===== config.mk =====
export PLATFORM = sky130hd
export DESIGN_NAME = sfcc_front_flat
export DESIGN_NICKNAME = d
export VERILOG_FILES = /design/src/rtl/sfcc_pkg.sv /design/src/rtl/sfcc_if.sv /design/src/rtl/sfcc_front.sv /design/src/flat_wrapper.sv
export SDC_FILE = /design/constraint.sdc
export NUM_CORES = 1
export LEC_CHECK = 0
export ABC_AREA = 1
export BUFFER_PORTS_ARGS = -buffer_cell sky130_fd_sc_hd__buf_2
export CAP_MARGIN = 40
export CORE_UTILIZATION = 59
export DETAILED_ROUTE_END_ITERATION = 8
export HOLD_SLACK_MARGIN = 0.08
export PLACE_DENSITY = 0.88
export SLEW_MARGIN = 20
export SYNTH_ARGS = -nofsm -noshare
export SYNTH_HDL_FRONTEND = slang
export SYNTH_SLANG_ARGS = --single-unit
export TNS_END_PERCENT = 30

===== constraint.sdc =====
create_clock -name clk_i -period 5.6 [get_ports clk_i]
set_clock_uncertainty 0.2 [all_clocks]
set_input_delay 0.56 -clock clk_i [delete_from_list [all_inputs] [get_ports clk_i]]
set_output_delay 0.56 -clock clk_i [all_outputs]
set_load 0.01 [all_outputs]

===== src/rtl/sfcc_pkg.sv =====
// shared types, constants and the crc-8 step for the sensor frame checker
package sfcc_pkg;

  // crc-8, polynomial 0x31, msb first
  localparam logic [7:0] CRC_POLY = 8'h31;
  localparam logic [7:0] CRC_INIT = 8'hFF;

  // conversion constants, readings in signed hundredths
  localparam int unsigned FULL_SCALE  = 65535;
  localparam int unsigned TEMP_SCALE  = 17500;
  localparam int unsigned HUM_SCALE   = 12500;
  localparam int unsigned TEMP_OFFSET = 4500;
  localparam int unsigned HUM_OFFSET  = 600;

  localparam int unsigned WORD_W      = 16;
  localparam int unsigned CENTI_W     = 15;
  localparam int unsigned TEMP_PROD_W = $clog2(FULL_SCALE * TEMP_SCALE + 1);
  localparam int unsigned HUM_PROD_W  = $clog2(FULL_SCALE * HUM_SCALE + 1);
  localparam int unsigned REM_W       = WORD_W + 1;

  // entries in the queue between front and back
  localparam int unsigned FIFO_DEPTH = 2;

  typedef enum logic [1:0] {
    STATUS_OK         = 2'd0,
    STATUS_FIRST_BAD  = 2'd1,
    STATUS_SECOND_BAD = 2'd2
  } status_e;

  // one checked frame handed from front to back
  typedef struct packed {
    status_e             status;
    logic [WORD_W-1:0]   word_first;
    logic [WORD_W-1:0]   word_second;
  } frame_rec_t;

  // one byte through the crc register, eight shift steps
  function automatic logic [7:0] crc8_byte(input logic [7:0] crc, input logic [7:0] b);
    logic [7:0] c;
    c = crc ^ b;
    for (int k = 0; k < 8; k++) begin
      if (c[7]) begin
        c = {c[6:0], 1'b0} ^ CRC_POLY;
      end else begin
        c = {c[6:0], 1'b0};
      end
    end
    return c;
  endfunction

endpackage


===== src/rtl/sfcc_if.sv =====
// valid/ready channels for reply bytes and for converted results
interface sfcc_byte_if;
  logic       valid;
  logic       ready;
  logic [7:0] rx_byte;
  logic       frame_start;

  modport source (output valid, output rx_byte, output frame_start, input ready);
  modport sink   (input valid, input rx_byte, input frame_start, output ready);
endinterface



===== src/rtl/sfcc_front.sv =====
// byte framing, crc check and word assembly; pushes one record per frame
module sfcc_front
  import sfcc_pkg::*;
(
  input  logic              clk_i,
  input  logic              rst_ni,
  sfcc_byte_if.sink         byte_i,
  output logic              push_valid_o,
  input  logic              push_ready_i,
  output frame_rec_t        push_rec_o
);

  typedef enum logic [2:0] {
    POS_A_HI  = 3'd0,
    POS_A_LO  = 3'd1,
    POS_A_CRC = 3'd2,
    POS_B_HI  = 3'd3,
    POS_B_LO  = 3'd4,
    POS_B_CRC = 3'd5
  } pos_e;

  pos_e        pos_q, pos_d, pos_eff;
  logic [7:0]  crc_q, crc_d, crc_base, crc_next;
  logic [15:0] first_word_q, first_word_d;
  logic        first_good_q, first_good_d;
  logic [7:0]  second_hi_q, second_hi_d;
  logic [7:0]  second_lo_q, second_lo_d;
  logic        take;
  status_e     status;

  assign byte_i.ready = push_ready_i;
  assign take         = byte_i.valid && byte_i.ready;

  // frame_start forces the first position, each word restarts the crc
  assign pos_eff  = byte_i.frame_start ? POS_A_HI : pos_q;
  assign crc_base = (pos_eff == POS_A_HI || pos_eff == POS_B_HI) ? CRC_INIT : crc_q;
  assign crc_next = crc8_byte(crc_base, byte_i.rx_byte);

  // status of a completed frame, first word checked first
  always_comb begin
    if (!first_good_q) begin
      status = STATUS_FIRST_BAD;
    end else if (crc_q != byte_i.rx_byte) begin
      status = STATUS_SECOND_BAD;
    end else begin
      status = STATUS_OK;
    end
  end

  // record for the back end, words cleared on a crc failure
  always_comb begin
    push_valid_o           = take && (pos_eff == POS_B_CRC);
    push_rec_o.status      = status;
    push_rec_o.word_first  = (status == STATUS_OK) ? first_word_q : '0;
    push_rec_o.word_second = (status == STATUS_OK) ? {second_hi_q, second_lo_q} : '0;
  end

  // next state per byte position
  always_comb begin
    pos_d        = pos_q;
    crc_d        = crc_q;
    first_word_d = first_word_q;
    first_good_d = first_good_q;
    second_hi_d  = second_hi_q;
    second_lo_d  = second_lo_q;
    if (take) begin
      unique case (pos_eff)
        POS_A_HI: begin
          crc_d        = crc_next;
          first_word_d = {byte_i.rx_byte, 8'h00};
          pos_d        = POS_A_LO;
        end
        POS_A_LO: begin
          crc_d        = crc_next;
          first_word_d = {first_word_q[15:8], byte_i.rx_byte};
          pos_d        = POS_A_CRC;
        end
        POS_A_CRC: begin
          first_good_d = (crc_q == byte_i.rx_byte);
          pos_d        = POS_B_HI;
        end
        POS_B_HI: begin
          crc_d       = crc_next;
          second_hi_d = byte_i.rx_byte;
          pos_d       = POS_B_LO;
        end
        POS_B_LO: begin
          crc_d       = crc_next;
          second_lo_d = byte_i.rx_byte;
          pos_d       = POS_B_CRC;
        end
        POS_B_CRC: begin
          crc_d = CRC_INIT;
          pos_d = POS_A_HI;
        end
        default: begin
          pos_d = POS_A_HI;
        end
      endcase
    end
  end

  // framing state
  always_ff @(posedge clk_i or negedge rst_ni) begin
    if (!rst_ni) begin
      pos_q        <= POS_A_HI;
      crc_q        <= CRC_INIT;
      first_word_q <= '0;
      first_good_q <= 1'b0;
      second_hi_q  <= '0;
      second_lo_q  <= '0;
    end else begin
      pos_q        <= pos_d;
      crc_q        <= crc_d;
      first_word_q <= first_word_d;
      first_good_q <= first_good_d;
      second_hi_q  <= second_hi_d;
      second_lo_q  <= second_lo_d;
    end
  end

  // a record leaves only with the last byte of a frame
  assert property (@(posedge clk_i) disable iff (!rst_ni)
    push_valid_o |-> take && pos_d == POS_A_HI && crc_d == CRC_INIT)
    else $error("frame record pushed outside the last byte");

endmodule


===== src/flat_wrapper.sv =====
// flat-port wrapper written by rule: the top's interface ports become plain ports
module sfcc_front_flat import sfcc_pkg::*;
  (clk_i, rst_ni, push_valid_o, push_ready_i, push_rec_o, byte_i_valid, byte_i_rx_byte, byte_i_frame_start, byte_i_ready);
  sfcc_byte_if byte_i_i ();
  input  logic clk_i;
  input  logic rst_ni;
  output logic push_valid_o;
  input  logic push_ready_i;
  output frame_rec_t push_rec_o;
  input wire logic [$bits(byte_i_i.valid)-1:0] byte_i_valid;
  input wire logic [$bits(byte_i_i.rx_byte)-1:0] byte_i_rx_byte;
  input wire logic [$bits(byte_i_i.frame_start)-1:0] byte_i_frame_start;
  output wire logic [$bits(byte_i_i.ready)-1:0] byte_i_ready;
  assign byte_i_i.valid = byte_i_valid;
  assign byte_i_i.rx_byte = byte_i_rx_byte;
  assign byte_i_i.frame_start = byte_i_frame_start;
  assign byte_i_ready = byte_i_i.ready;
  sfcc_front u_core (.clk_i(clk_i), .rst_ni(rst_ni), .byte_i(byte_i_i), .push_valid_o(push_valid_o), .push_ready_i(push_ready_i), .push_rec_o(push_rec_o));
endmodule

== After elaboration in Yosys (flattened, before gate mapping) ==
Cells that the tools add are included.

* Register bits after elaboration: 44
* Input port bits: 13
* Output and inout bits: 36
* Word-level logic and storage cells: 55

* Equality and inequality tests: 7
* Multiplexer cells: 17
* Bitwise logic cells: 10
* Reductions and logical operators: 14

{| class="wikitable"
|+ Operators with widths
! cell !! count
|-
| $mux W6 || 8
|-
| $mux W16 || 2
|-
| $pmux W16 S2 || 1
|-
| $not A3 Y3 || 8
|-
| $pmux W8 S2 || 1
|-
| $pmux W3 S5 || 1
|-
| $reduce_and A2 Y1 || 5
|-
| $eq A8 B8 Y1 || 1
|-
| $mux W8 || 1
|-
| $ne A8 B8 Y1 || 1
|-
| $xor A8 B8 Y8 || 1
|-
| $eq A3 B2 Y1 const B || 2
|-
| $eq A3 B3 Y1 const B || 2
|-
| $mux W2 || 2
|-
| $reduce_bool A2 Y1 || 2
|-
| $reduce_or A4 Y1 || 1
|-
| $eq A3 B1 Y1 const B || 1
|-
| $logic_not A3 Y1 || 1
|-
| $mux W3 || 1
|-
| $reduce_and A3 Y1 || 1
|-
| $logic_and A1 B1 Y1 || 2
|-
| $logic_not A2 Y1 || 1
|-
| $logic_or A1 B1 Y1 || 1
|-
| $not A1 Y1 || 1
|}

== Depth between registers and ports, before layout ==
* Depth in word-level cells: 22
* Mapped depth: 16
* Depth with buffers taken out: 16

== Worst setup path after synthesis ==
Ideal clock, no wire load.

* Path type: input-to-output
* Start: in byte_i_rx_byte[6]
* End: out push_rec_o[0] in the netlist's numbering
* Arrival time: 1644 ps
* Slack: 3196 ps
* Stages on the path: 7
* Path through: xor2_1 nor4b_1 nand4_1 inv_1 nand2_1 clkbuf_1 nor2_1

{| class="wikitable"
|+ RTL lines
! what !! line !! source
|-
| from (decl) || flat_wrapper.sv:11 || <nowiki>input wire logic [$bits(byte_i_i.rx_byte)-1:0] byte_i_rx_byte;</nowiki>
|-
| to (decl) || flat_wrapper.sv:9 || <nowiki>output frame_rec_t push_rec_o;</nowiki>
|}

==> impl_metrics.yaml <==
grt:
  grt_max_degree: 29
  grt_remaining_overflow: 0
  grt_pass1_vias: 2111
  grt_use_met3_pct: 7.021
  antenna_found_initial: 0
  grt_pass1_wl_um: 9673
  track_usage_pct: 29.77
  met2_usage_pct: 47.47
  grtUsageMet1_pct: 38.00
  busiest_layer: "met2"
critical_path:
  cp-end-kind: "output port"
  cp_num_buf_inv: 3
  rr_endpoint: "u_core.crc_q[7]"
  path_delay_family: "simple AND/OR/NAND/NOR gates"
  r2r_setup_slack_ns: 3.41
  rr_startpoint: "u_core.pos_q[2]"
  slowest_delay_ns: 0.55
  r2r_cells: 14
  worstPathRequired_ns: 4.84
  worst_path_max_delay_cell: "dfstp_2"
  cp-start-kind: "register"
  crit_chain: "xnor2_1, nor4b_1, nand4_1, inv_1, nand2_1, buf_16, nor2_1, buf_2"
  crit_fanout: 26
  path_class: "reg -> out"
  arrival_ns: 2.24
synthesis:
  synth-warning-count: 0
  synth_top_flop_cell: "dfrtp_1"
  postSynthAreaPerCell_um2: 7.366
  netlist.top_cell.by_area: "dfrtp_1"
  yosysTopAreaCellShare_pct: 36.29
  synth_edf_count: 0
  synthArstFlopShare_pct: 100.0
  ys_top_cells_by_area: "dfrtp_1, nand2_1, inv_1"
  syn_area_um2: 2482
  syn_nets: 350
  ys_seq_area_share_pct: 44.76
  synth.ff_latch_count: 44
  ys_types: 28
  synth_cells: 337
drt:
  routed_wl_um: 5873
  firstDrtPassIters: 4
  wire_per_inst_um: 13.38
  vias: 2324
  drcViolationCount: 0
  viasPerCell: 5.294
  drt_iter0_drc: 227
  final_antenna_net_count: 0
power_and_ir_drop:
  power_density_nw_per_um2: 400.0
  p_int_mw: 0.7229
  p_comb_share_pct: 37.3
  p_leak_nw: 1.570
  switching_share_pct: 38.03
  pwr-share-clk_pct: 20.2
  ir_worst_vdd_mv: 0.2184
  seq_power_share_pct: 42.5
  p_sw_mw: 0.4437
clocking:
  numCtsBuffers: 5
  root_buffer: "clkbuf_8"
  cts_tree: "built"
  cts-resized-gates: 0
  insertion_delay_ns: 0.30
  clockBufferDepth: 2
  cts.sinks: 44
  h-tree-depth: 2
  cts.clk_slew.worst_paths_ns: 0.08
sta:
  rsz0062_at_grt: "false"
  final-hold-violation-count: 0
  min_period_over_period_pct: 53.48
  setup_tns_ns: 0
  slew_violations: 0
  fin_crit_ns: 2.995
  fmax_mhz: 333.9
  setup_viol: 0
  slew_headroom_pct: 68.78
  whs_ns: 0.2808
  tightest_slew_ns: 0.4672
finish:
  final_cell_mix: "nand2_1, inv_1, buf_2, nor2_1, dfrtp_1"
  diodes: 0
  drive_gt1_share_pct: 22.11
  synthToLayoutAreaGrowth_pct: 17.49
  mostFrequentLayoutCell: "nand2_1"
  fillers: 309
  final_nets: 401
  final_cells: 439
worst_hold_path:
  whs_endpoint: "u_core.crc_q[1]"
  hp-class: "reg -> reg"
  min_path_cells: 2
  hp-start: "u_core.crc_q[1]"
placed_design:
  dp_cells: 429
  place_congestion: 0.9416
  portBuffers: 48
  dp_hpwl_um: 4318
floorplanning:
  pin_count: 49
  core_um2: 4029
  die_height_um: 66.87
  row_count: 23
  die_area_um2: 4471
  start_util_pct: 61.61
  die_w_um: 66.87
run_status:
  status: "complete, no violations"
flow_run:
  maxCapViolations: 0
## metrics by stage
| step | setup WS (ns) | util [%] | power [mW] | area, µm² |
|---|---|---|---|---|
| finish | 2.605 | 72.39 | 1.167 | 2917 |
| global route | 2.455 | 72.39 | 1.260 | 2917 |
| CTS | 2.601 | 72.21 | 1.164 | 2909 |
| detailed placement | 2.764 | 69.29 | 0.9239 | 2791 |
| global placement | 2.522 | 68.11 | 0.8990 | 2744 |
| floorplan | 3.196 | - | 0.8167 | 2482 |
## metal layers
layer	share of wire [%]	vias to the layer above	wire length, µm
met1	44	1068	2608
met5	0	-	0
met3	6.2	17	367
li1	-	1153	-
met4	2.6	0	155
met2	47	86	2741
## repair_timing
item | in CTS | in global routing
hold buffers | 1 | 0
endpoints found under the hold margin | 14 | 0
buffers inserted | 0 | 0
## worst register-to-register path: stages (launching register included)
cell     delay [ns]
dfrtp_1        0.42
inv_1          0.11
nand4_2        0.20
nand2_4        0.23
nand2_1        0.09
nand2_1        0.15
inv_1          0.08
nand2_1        0.08
nand3_1        0.14
nand3_1        0.14
nand2_1        0.06
nand2_1        0.06
nand3_1        0.06
nand2_1        0.06
inv_1          0.04
## synth_stat cells (all sizes together), types with 2 or more instances
cell,instances
a21oi,5
xnor2,4
buf,2
nand2,77
o22ai,9
o21ai,37
dfstp,8
clkbuf,6
xor2,6
nor2,42
dfrtp,36
inv,65
nand3,32
nand4,4
## area by class of cell
type	count	area [µm²]	share of cell area (%)
Inverter	65	244.0	8.366
Timing Repair Buffer	52	305.3	10.47
Sequential cell	44	1111	38.10
Tap cell	50	62.56	2.145
Clock inverter	2	35.03	1.201
Multi-Input combinational cell	220	1086	37.24
Clock buffer	6	72.57	2.488
## kinds of logic (layout without fill, tap and decap cells)
logic type / Yosys count / count (layout) / synth area share (%)
AND/OR/NAND/NOR: 158 / 158 / 27.97
buffers and inverters: 73 / 125 / 11.49
AO/OA/AOI/OAI: 52 / 52 / 12.25
flip-flops: 44 / 44 / 44.76
XOR/XNOR: 10 / 10 / 3.528
## state kept, by name, summed over array words and instances, names as in the netlist
register / flops
u_core.crc_q: 8
u_core.first_good_q: 1
u_core.first_word_q: 16
u_core.pos_q: 3
u_core.second_hi_q: 8
u_core.second_lo_q: 8
## power by group through the flow
stage	Clock, mW	Sequential (mW)	Combinational [mW]
after CTS	0.239	0.494	0.431
after floorplan	0	0.483	0.334
final	0.236	0.495	0.435
after global placement	0	0.493	0.406
after detailed placement	0	0.500	0.424
after global routing	0.251	0.505	0.504
## how the worst max path moves through the flow
stage | start | end | slack, ns | cells after the start
3_5_place_dp | byte_i_rx_byte[2] | push_rec_o[23] | 2.76 | 9
3_3_place_gp | byte_i_rx_byte[2] | push_rec_o[18] | 2.52 | 8
5_1_grt | u_core.crc_q[2] | push_rec_o[23] | 2.45 | 8
4_1_cts | u_core.crc_q[2] | push_rec_o[23] | 2.60 | 8
6_report | u_core.crc_q[2] | push_rec_o[23] | 2.60 | 8
2_1_floorplan | byte_i_rx_byte[6] | push_rec_o[0] | 3.20 | 7
No activity file was read; power rests on OpenSTA's default activity.
