File: src/rtl/sfcc_pkg.sv
// shared types, constants and the crc-8 step for the sensor frame checker
package sfcc_pkg;

  // crc-8, polynomial 0x31, msb first
  localparam logic [7:0] CRC_POLY = 8'h31;
  localparam logic [7:0] CRC_INIT = 8'hFF;

  // conversion constants, readings in signed hundredths
  localparam int unsigned FULL_SCALE  = 65535;
  localparam int unsigned TEMP_SCALE  = 17500;
  localparam int unsigned HUM_SCALE   = 12500;
  localparam int unsigned TEMP_OFFSET = 4500;
  localparam int unsigned HUM_OFFSET  = 600;

  localparam int unsigned WORD_W      = 16;
  localparam int unsigned CENTI_W     = 15;
  localparam int unsigned TEMP_PROD_W = $clog2(FULL_SCALE * TEMP_SCALE + 1);
  localparam int unsigned HUM_PROD_W  = $clog2(FULL_SCALE * HUM_SCALE + 1);
  localparam int unsigned REM_W       = WORD_W + 1;

  // entries in the queue between front and back
  localparam int unsigned FIFO_DEPTH = 2;

  typedef enum logic [1:0] {
    STATUS_OK         = 2'd0,
    STATUS_FIRST_BAD  = 2'd1,
    STATUS_SECOND_BAD = 2'd2
  } status_e;

  // one checked frame handed from front to back
  typedef struct packed {
    status_e             status;
    logic [WORD_W-1:0]   word_first;
    logic [WORD_W-1:0]   word_second;
  } frame_rec_t;

  // one byte through the crc register, eight shift steps
  function automatic logic [7:0] crc8_byte(input logic [7:0] crc, input logic [7:0] b);
    logic [7:0] c;
    c = crc ^ b;
    for (int k = 0; k < 8; k++) begin
      if (c[7]) begin
        c = {c[6:0], 1'b0} ^ CRC_POLY;
      end else begin
        c = {c[6:0], 1'b0};
      end
    end
    return c;
  endfunction

endpackage

File: src/rtl/sfcc_fifo.sv
// short record queue between the framing front and the conversion back
module sfcc_fifo
  import sfcc_pkg::*;
#(
  parameter int unsigned Depth = FIFO_DEPTH
) (
  input  logic        clk_i,
  input  logic        rst_ni,
  input  logic        push_valid_i,
  output logic        push_ready_o,
  input  frame_rec_t  push_rec_i,
  output logic        pop_valid_o,
  input  logic        pop_ready_i,
  output frame_rec_t  pop_rec_o
);

  localparam int unsigned PtrW = (Depth > 1) ? $clog2(Depth) : 1;
  localparam int unsigned CntW = $clog2(Depth + 1);

  frame_rec_t          mem_q [Depth];
  logic [PtrW-1:0]     wr_ptr_q, rd_ptr_q;
  logic [CntW-1:0]     cnt_q;
  logic                push, pop;

  assign push_ready_o = (cnt_q != CntW'(Depth));
  assign pop_valid_o  = (cnt_q != '0);
  assign push         = push_valid_i && push_ready_o;
  assign pop          = pop_valid_o && pop_ready_i;
  assign pop_rec_o    = mem_q[rd_ptr_q];

  // storage
  always_ff @(posedge clk_i) begin
    if (push) begin
      mem_q[wr_ptr_q] <= push_rec_i;
    end
  end

  // pointers and fill count
  always_ff @(posedge clk_i or negedge rst_ni) begin
    if (!rst_ni) begin
      wr_ptr_q <= '0;
      rd_ptr_q <= '0;
      cnt_q    <= '0;
    end else begin
      if (push) begin
        wr_ptr_q <= (wr_ptr_q == PtrW'(Depth - 1)) ? '0 : wr_ptr_q + 1'b1;
      end
      if (pop) begin
        rd_ptr_q <= (rd_ptr_q == PtrW'(Depth - 1)) ? '0 : rd_ptr_q + 1'b1;
      end
      if (push && !pop) begin
        cnt_q <= cnt_q + 1'b1;
      end else if (pop && !push) begin
        cnt_q <= cnt_q - 1'b1;
      end
    end
  end

  assert property (@(posedge clk_i) disable iff (!rst_ni) cnt_q <= CntW'(Depth))
    else $error("queue fill count above depth");

  assert property (@(posedge clk_i) disable iff (!rst_ni)
    (cnt_q == '0) |-> (wr_ptr_q == rd_ptr_q))
    else $error("empty queue with pointers apart");

endmodule

File: config.mk
export PLATFORM = sky130hd
export DESIGN_NAME = sfcc_fifo
export DESIGN_NICKNAME = d
export VERILOG_FILES = /design/src/rtl/sfcc_pkg.sv /design/src/rtl/sfcc_fifo.sv
export SDC_FILE = /design/constraint.sdc
export NUM_CORES = 1
export LEC_CHECK = 0
export BUFFER_PORTS_ARGS = -buffer_cell sky130_fd_sc_hd__buf_2
export CORE_MARGIN = 4
export CORE_UTILIZATION = 58
export CTS_BUF_LIST = sky130_fd_sc_hd__clkbuf_4
export CTS_CLUSTER_DIAMETER = 100
export DETAILED_ROUTE_END_ITERATION = 7
export PLACE_DENSITY = 0.9
export RECOVER_POWER = 50
export SKIP_CTS_REPAIR_TIMING = 1
export SYNTH_ARGS = -nofsm -noshare
export SYNTH_HDL_FRONTEND = slang
export SYNTH_SLANG_ARGS = --single-unit
export TNS_END_PERCENT = 30
File: constraint.sdc
create_clock -name clk_i -period 3.7 [get_ports clk_i]
set_input_delay 0.185 -clock clk_i [delete_from_list [all_inputs] [get_ports clk_i]]
set_output_delay 0.185 -clock clk_i [all_outputs]
set_load 0.02 [all_outputs]
# Word level (Yosys, flattened, before mapping)
# Memory sizes are Yosys's and may differ from the RTL's.
# Index checks and enable logic that the tools add are counted.
[totals]
mem_count = 1
wordCells = 23
ram_bits = 68
inputBits = 38
output_inout_bits = 36
reg_bits = 4
[memory_table]
columns = ["memory", "depth", "word_bits", "rd", "rd_ports_with_merged_regs", "write_ports", "line", "text"]
rows = [
  ["mem_q", 2, 34, 1, 0, 1, "sfcc_fifo.sv:20", "frame_rec_t mem_q [Depth];"],
]
[op_classes]
muxes = 6
n_eq_ne = 1
reduce_logical = 8
add_sub_neg = 4
[op_table]
columns = ["op", "n"]
rows = [
  ["1-bit logical AND", 4],
  ["1-bit two-way mux", 4],
  ["2-bit two-way mux", 2],
  ["2-bit nonzero test", 2],
  ["1-bit adder, second input constant", 2],
  ["2-bit by 1-bit adder with 2-bit output, second input constant", 1],
  ["1-bit zero test", 2],
  ["2-bit != test, second input constant", 1],
  ["2-bit by 1-bit subtractor with 2-bit output, second input constant", 1],
]

# Depth between registers and ports, before layout
# Gate-level depths: netlist of the first run.
[depth]
word_depth = 6
ltp_mapped = 7
depth_no_buf = 7

# Least setup slack after synthesis of the first run
# Ideal clock, no wire load.
[synth_timing]
kind = "reg2reg"
start = "reg cnt_q[0]"
end = "mem mem_q[0][0] in the netlist's numbering (enable)"
t_arrival_ns = 2.236
period_less_slack_ns = 2.662
setup_time_ns = 0.425
required_ns = 3.275
setup_slack_ns = 1.038
path_stages_with_launch = 4
path_buffers = 0
path_cell_list = "dfrtp_1 > nand2b_1 > nand2_1 > nor2_1"
[synth_between]
elab_chain_cells = 4
[synth_rtl]
columns = ["item", "line", "text"]
rows = [
  ["start: declaration", "sfcc_fifo.sv:22", "logic [CntW-1:0] cnt_q;"],
  ["start signal: assignment", "sfcc_fifo.sv:52", "cnt_q <= cnt_q + 1'b1;"],
  ["start signal: assignment", "sfcc_fifo.sv:54", "cnt_q <= cnt_q - 1'b1;"],
  ["2-bit != test", "sfcc_fifo.sv:25", "assign push_ready_o = (cnt_q != CntW'(Depth));"],
  ["net push_ready_o", "sfcc_fifo.sv:10", "output logic push_ready_o,"],
  ["1-bit logical AND", "sfcc_fifo.sv:27", "assign push = push_valid_i && push_ready_o;"],
  ["1-bit two-way mux", "sfcc_fifo.sv:33", "if (push) begin"],
  ["1-bit two-way mux (implied by the code)", "sfcc_fifo.sv:34", "mem_q[wr_ptr_q] <= push_rec_i;"],
  ["end: declaration", "sfcc_fifo.sv:20", ""],
]
# The timed path passes the listed nets, and every way through them passes these cells.

==> metrics.txt, run 1 <==
outcome=finished with violations; failing checks=max-capacitance violations, max-slew violations; CTS tree=yes; R2R depth=2; Post-synth top flop=edfxtp_1; commonest cells in the netlist=edfxtp_1, mux2_4, mux2_2; Critical Path Source Type=flop; Die ar.=6000 sq um; routability cong.=between 0.6 and 0.7; IR drop worst, VDD=0.000521 V; maxcap violations=2; vias=1,482; Max Freq=0.354 GHz; sequential cell area fraction in the yosys report=0.765; unique cell type count in the Yosys netlist=15; pre-CTS WS=between 1.5 and 2 ns; unrepaired setup endpoints after global routing=false; # IOs=between 70 and 80; Min Hold Slack=0.0928 ns; slowest CP cell=dfrtp_1; area leader, netlist=edfxtp_1; final wirelength=4730 um; DRC errors left=0; FP Rows=25; Hold/Removal Path Class=in2reg; share of cells above drive strength 1=0.388; Syn-to-layout area delta=28.7%; crit end category=output pin; first-pass GRT wire length=around 6700 um; CP Data Required Time=between 3 and 4 ns; Placed Area=~3200 sq um; final setup fails=0; clk sink count=72; Synth Area per Inst=22.6 sq um; H-tree levels=3; Clock transition at path regs=0.10 ns; core area=around 4700 sq um; RR Startpoint=cnt_q[0]$_DFFE_PN0P_; crit-path cells=mux2_2 > buf_2; Critical Path Source=rd_ptr_q$_DFFE_PN0P_; Area contributors post-synth=edfxtp_1, mux2_4, dfrtp_1; DR WL/cell=16.0 um; Die W=77.5 um; total negative slack=0 ns; Worst Path Arrival=2.64 ns; most frequent cell after synthesis=edfxtp_1; Yosys warning count=0; Post-Syn Area=between 2000 and 3000 sq um; n_diodes=0; Clock Latency Late Sink=between 0.3 and 0.4 ns; DR iter-0 viols=43; nets=between 200 and 300; Yosys top cell area share=0.730; worst-case clock buffer depth=2; R2R Setup Slk=1.49 ns; max_slew headroom=-0.268; Lkg Pwr=around 1.4 nW; post-layout power=2.68 mW; CTS Buf Count=9; hpwl dp=2760 um; CP max FO=35; Slew @ Worst Pin=1.90 ns; Port Buffers=73; vias per inst=5.01; fraction of the cycle the final worst path needs=0.763; synthesized net count=163; Max Slew Vio Count=between 70 and 80; number of global-route vias before repair=1,387; total track usage=0.152; number of synthesized flops with an enable pin=68; Async SR Flop Fraction=0.0556; Starting Density=0.597; Overflow after GRT=0; post-synthesis register bit count=72; largest net degree at the start of global routing=36; crit path kind=reg2out; crit path time final=2.82 ns; final setup skew=0.0104 ns; DRT antenna net count=0; Final Hold Fails=0; slack of the critical path=a little under 0.9 ns; crit path capture=pop_rec_o[20]; worst r2r dst=mem_q[1][15]$_DFFE_PP_; Die Ht=77.5 um; Finished Cell Area=3600 sq um; Gate Count Post-Synth=~120; clk root buf=clkbuf_4; Largest stage delay, worst path=1.64 ns; Cell Pwr Density=approximately 740 nW/um^2; initial antenna violation count=0; Initial DRT Pass Iterations=4
-- layout make-up --
type | count | area, sq um
clock buffers | 9 | 67.6
fillers | 275 | 1090
inverters | 1 | 3.75
repair buffers | 108 | 683
well taps | 54 | 67.6
clock inverters | 5 | 50.0
multi-input cells | 47 | 589
flip-flops and latches | 72 | 2140
-- sequential cells by signal, summed over array words and instances (netlist names) --
register,count
rd_ptr_q,1
mem_q,68
wr_ptr_q,1
cnt_q,2
-- metrics by stage --
| stage | utilization | std cells |
|---|---|---|
| floorplan | - | 124 |
| global placement | 0.676 | 247 |
| detailed placement | 0.676 | 247 |
| CTS | 0.701 | 261 |
| global route | 0.768 | 296 |
| finish | 0.768 | 296 |
-- metal layers --
metal | vias to the layer above | GRT usage | part of all wire
met4 | 0 | 0.0854 | 0.020
met2 | 64 | 0.236 | 0.51
li1 | 712 | - | -
met5 | - | 0 | 0
met1 | 697 | 0.187 | 0.42
met3 | 9 | 0.0499 | 0.058
-- worst min-delay path by stage --
stage / cells past startpoint / start / to / slack, ns
after floorplan: 0 / rst_ni / cnt_q[0]$_DFFE_PN0P_ / -0.11
after global placement: 1 / rst_ni / cnt_q[0]$_DFFE_PN0P_ / -0.004
after detailed placement: 1 / rst_ni / cnt_q[1]$_DFFE_PN0P_ / -0.004
after CTS: 1 / rst_ni / cnt_q[1]$_DFFE_PN0P_ / -0.45
after global routing: 3 / pop_ready_i / rd_ptr_q$_DFFE_PN0P_ / 0.09
final: 3 / pop_ready_i / rd_ptr_q$_DFFE_PN0P_ / 0.09
-- report_power, final --
group	total, mW	switching [mW]	internal [mW]
registers	1.28	0.155	1.12
logic	0.973	0.487	0.486
clock network	0.435	0.242	0.193
total	2.68	0.884	1.80
-- worst max-delay path: cells and delay by family (launching register included) --
family | cells | cell delay [ns]
flops | 1 | 1.64
buf+inv | 1 | 0.16
mux | 1 | 0.44
-- logic make-up (layout without fill, tap and decap cells) --
| group | after synthesis | in the layout | share of synthesized area |
|---|---|---|---|
| xor gates and xnor gates | 5 | 5 | 0.0156 |
| adders and majority gates | 1 | 1 | 0.00447 |
| buffers and inverters | 5 | 123 | 0.0268 |
| DFF | 72 | 72 | 0.765 |
| muxes | 34 | 34 | 0.176 |
| and+or+nand+nor | 7 | 7 | 0.0121 |
-- layout by cell type (no fill, tap or decap) --
cell | Yosys | routed
clkinv_1 | 0 | 2
or2_0 | 0 | 1
nand2b_1 | 1 | 1
buf_2 | 0 | 46
dfrtp_1 | 4 | 4
nor2_4 | 0 | 1
nor2_1 | 2 | 1
mux2_4 | 29 | 29
mux2_2 | 5 | 5
xor2_1 | 2 | 2
clkbuf_2 | 0 | 1
ha_1 | 1 | 1
edfxtp_1 | 68 | 68
xnor2_1 | 3 | 3
clkinvlp_4 | 0 | 1
bufinv_16 | 0 | 1
clkbuf_4 | 0 | 9
inv_1 | 1 | 1
clkinv_2 | 0 | 1
nand2_1 | 2 | 2
dlygate4sd3_1 | 0 | 35
and3_1 | 1 | 1
buf_1 | 0 | 1
clkbuf_1 | 0 | 25
Power figures use the tool's default switching activity.
==> run 2, diff against run 1 <==
--- a/config.mk
+++ b/config.mk
@@ -7,11 +7,11 @@
 export LEC_CHECK = 0
 export BUFFER_PORTS_ARGS = -buffer_cell sky130_fd_sc_hd__buf_2
 export CORE_MARGIN = 4
-export CORE_UTILIZATION = 58
+export CORE_UTILIZATION = 54
 export CTS_BUF_LIST = sky130_fd_sc_hd__clkbuf_4
 export CTS_CLUSTER_DIAMETER = 100
 export DETAILED_ROUTE_END_ITERATION = 7
-export PLACE_DENSITY = 0.9
+export PLACE_DENSITY = 0.85
 export RECOVER_POWER = 50
 export SKIP_CTS_REPAIR_TIMING = 1
 export SYNTH_ARGS = -nofsm -noshare
==> constraint.sdc (replaced) <==
create_clock -name clk_i -period 2.8 [get_ports clk_i]
set_input_delay 0.14 -clock clk_i [delete_from_list [all_inputs] [get_ports clk_i]]
set_output_delay 0.14 -clock clk_i [all_outputs]
set_load 0.02 [all_outputs]
==> run 2 against run 1 <==
The flow now finishes without violations. Via count up 0.54%. Global-route usage down 0.62 points. Non-clock buffer count up 2. Sequential share of layout area down 0.68 points. Critical path depth up 1. Highest routed layer unchanged.
==> metrics.txt, run 2 (synthesis gave the netlist of run 1 again) <==
final setup skew=0.0102 ns; largest net degree at the start of global routing=35; vias per inst=approximately 4.8; Starting Density=0.574; Overflow after GRT=0; switch share=0.333; Logic pwr share=0.384; number of global-route vias before repair=1,409; worst-case clock buffer depth=2; max FFs per register=68; Die ar.=6400 sq um; CTS tree=yes; Max Freq=0.500 GHz; Port Buffers=73; R2R depth=4; unrepaired setup endpoints after global routing=false; Critical Path Source Type=flop; Hold/Removal Path Class=in2reg; area of the multi-input gates=591 sq um; Syn-to-layout area delta=30.3%; n_diodes=0; crit path kind=reg2out; clk sink count=72; final setup fails=0; maxcap violations=0; Finished Cell Area=3650 sq um; Placed Area=approximately 3200 sq um; P_sw=around 1.2 mW; FP Rows=25; Final Hold Fails=0; core area=4880 sq um; R2R Setup Slk=0.96 ns; Initial DRT Pass Iterations=4; Clock Latency Late Sink=0.38 ns; Reg power frac=0.461; Lkg Pwr=between 1 and 1.5 nW; CTS Buf Count=9; Die W=roughly 80 um; Worst Path Arrival=around 1.9 ns; initial antenna violation count=0; DRT antenna net count=0; H-tree levels=3; Hold Startpoint=pop_ready_i; outcome=complete, no violations; DR iter-0 viols=78; most common cell after layout, fill and taps aside=edfxtp_1; total track usage=0.145; first-pass GRT wire length=a little under 7000 um; clk root buf=clkbuf_4; DRC errors left=0; max_slew headroom=0.453; CP max FO=19; total negative slack=0 ns; Max Slew Vio Count=0; internal power=2.34 mW; Largest stage delay, worst path=0.70 ns; routability cong.=0.693; IR drop worst, VDD=0.000746 V; worst hold path depth=3; crit-path cells=buf_12 > mux2_2 > buf_2; Die Ht=between 70 and 80 um; fraction of the cycle the final worst path needs=0.714; Cell Pwr Density=962 nW/um^2; Top Registers=mem_q (68), cnt_q (2); hpwl dp=3050 um; DR WL/cell=15.4 um; most frequent cells in the layout=edfxtp_1, buf_2, dlygate4sd3_1; worst hold endpoint=rd_ptr_q$_DFFE_PN0P_; Largest Register=mem_q; Slew @ Worst Pin=0.821 ns; # IOs=74; Fill cells=328; final wirelength=4820 um; slowest CP cell=dfrtp_2; register area=2140 sq um; crit path time final=2.00 ns; vias=~1,500; Clock transition at path regs=0.10 ns; RR Startpoint=cnt_q[0]$_DFFE_PN0P_; Min Hold Slack=about 0.061 ns; CP Data Required Time=2.66 ns; worst r2r dst=mem_q[0][29]$_DFFE_PP_; share of cells above drive strength 1=0.415; crit end category=output pin; clock network power share=0.155; nets=280
## run 2: cell types whose count changed in the layout (fill, tap and decap cells not counted), sizes merged
cell and delta:
buf +4, clkbuf +3, bufinv -1, clkinv -1
clkinvlp -1
## run 2: stage by stage
step           power (mW)  utilization  std cells  setup slack (ns)
2_1_floorplan        2.67            -        124             0.138
3_3_place_gp         2.94        0.659        262              1.08
3_5_place_dp         2.98        0.659        262             0.961
4_1_cts              3.51        0.682        278             0.772
5_1_grt              3.69        0.747        313             0.729
6_report             3.51        0.747        313             0.800
## run 2: area by class of cell
| cell class | count | share of cell area |
|---|---|---|
| sequential | 72 | 0.588 |
| timing repair buffer | 110 | 0.195 |
| multi-input combinational | 47 | 0.162 |
| clock buffer | 14 | 0.0288 |
| tap | 67 | 0.0230 |
| clock inverter | 2 | 0.00240 |
| inverter | 1 | 0.00103 |
## run 2: critical path, delay by kind of cell (launching register included)
family | cells | cell delay (ns)
DFF | 1 | 0.70
buffers and inverters | 2 | 0.41
muxes | 1 | 0.35
## run 2: layer usage
layer / GRT usage / routed length, um
met5: 0 / 0
met4: 0.0709 / 53
met3: 0.0406 / 257
met2: 0.226 / 2540
met1: 0.188 / 1970
## run 2: how the worst max path moves through the flow
stage / slack [ns] / to / cells after the start / from
2_1_floorplan: 0.14 / mem_q[0][0]$_DFFE_PP_ / 3 / cnt_q[0]$_DFFE_PN0P_
3_3_place_gp: 1.08 / mem_q[0][11]$_DFFE_PP_ / 4 / cnt_q[0]$_DFFE_PN0P_
3_5_place_dp: 0.96 / mem_q[0][7]$_DFFE_PP_ / 4 / cnt_q[0]$_DFFE_PN0P_
4_1_cts: 0.77 / pop_rec_o[13] / 3 / rd_ptr_q$_DFFE_PN0P_
5_1_grt: 0.73 / pop_rec_o[13] / 3 / rd_ptr_q$_DFFE_PN0P_
6_report: 0.80 / pop_rec_o[13] / 3 / rd_ptr_q$_DFFE_PN0P_
## run 2: power groups by stage
stage	clock network [mW]	logic, mW	registers (mW)
final	0.543	1.35	1.62
after global routing	0.607	1.44	1.65
after CTS	0.558	1.34	1.62
after detailed placement	0	1.33	1.65
after global placement	0	1.31	1.63
after floorplan	0	1.11	1.56
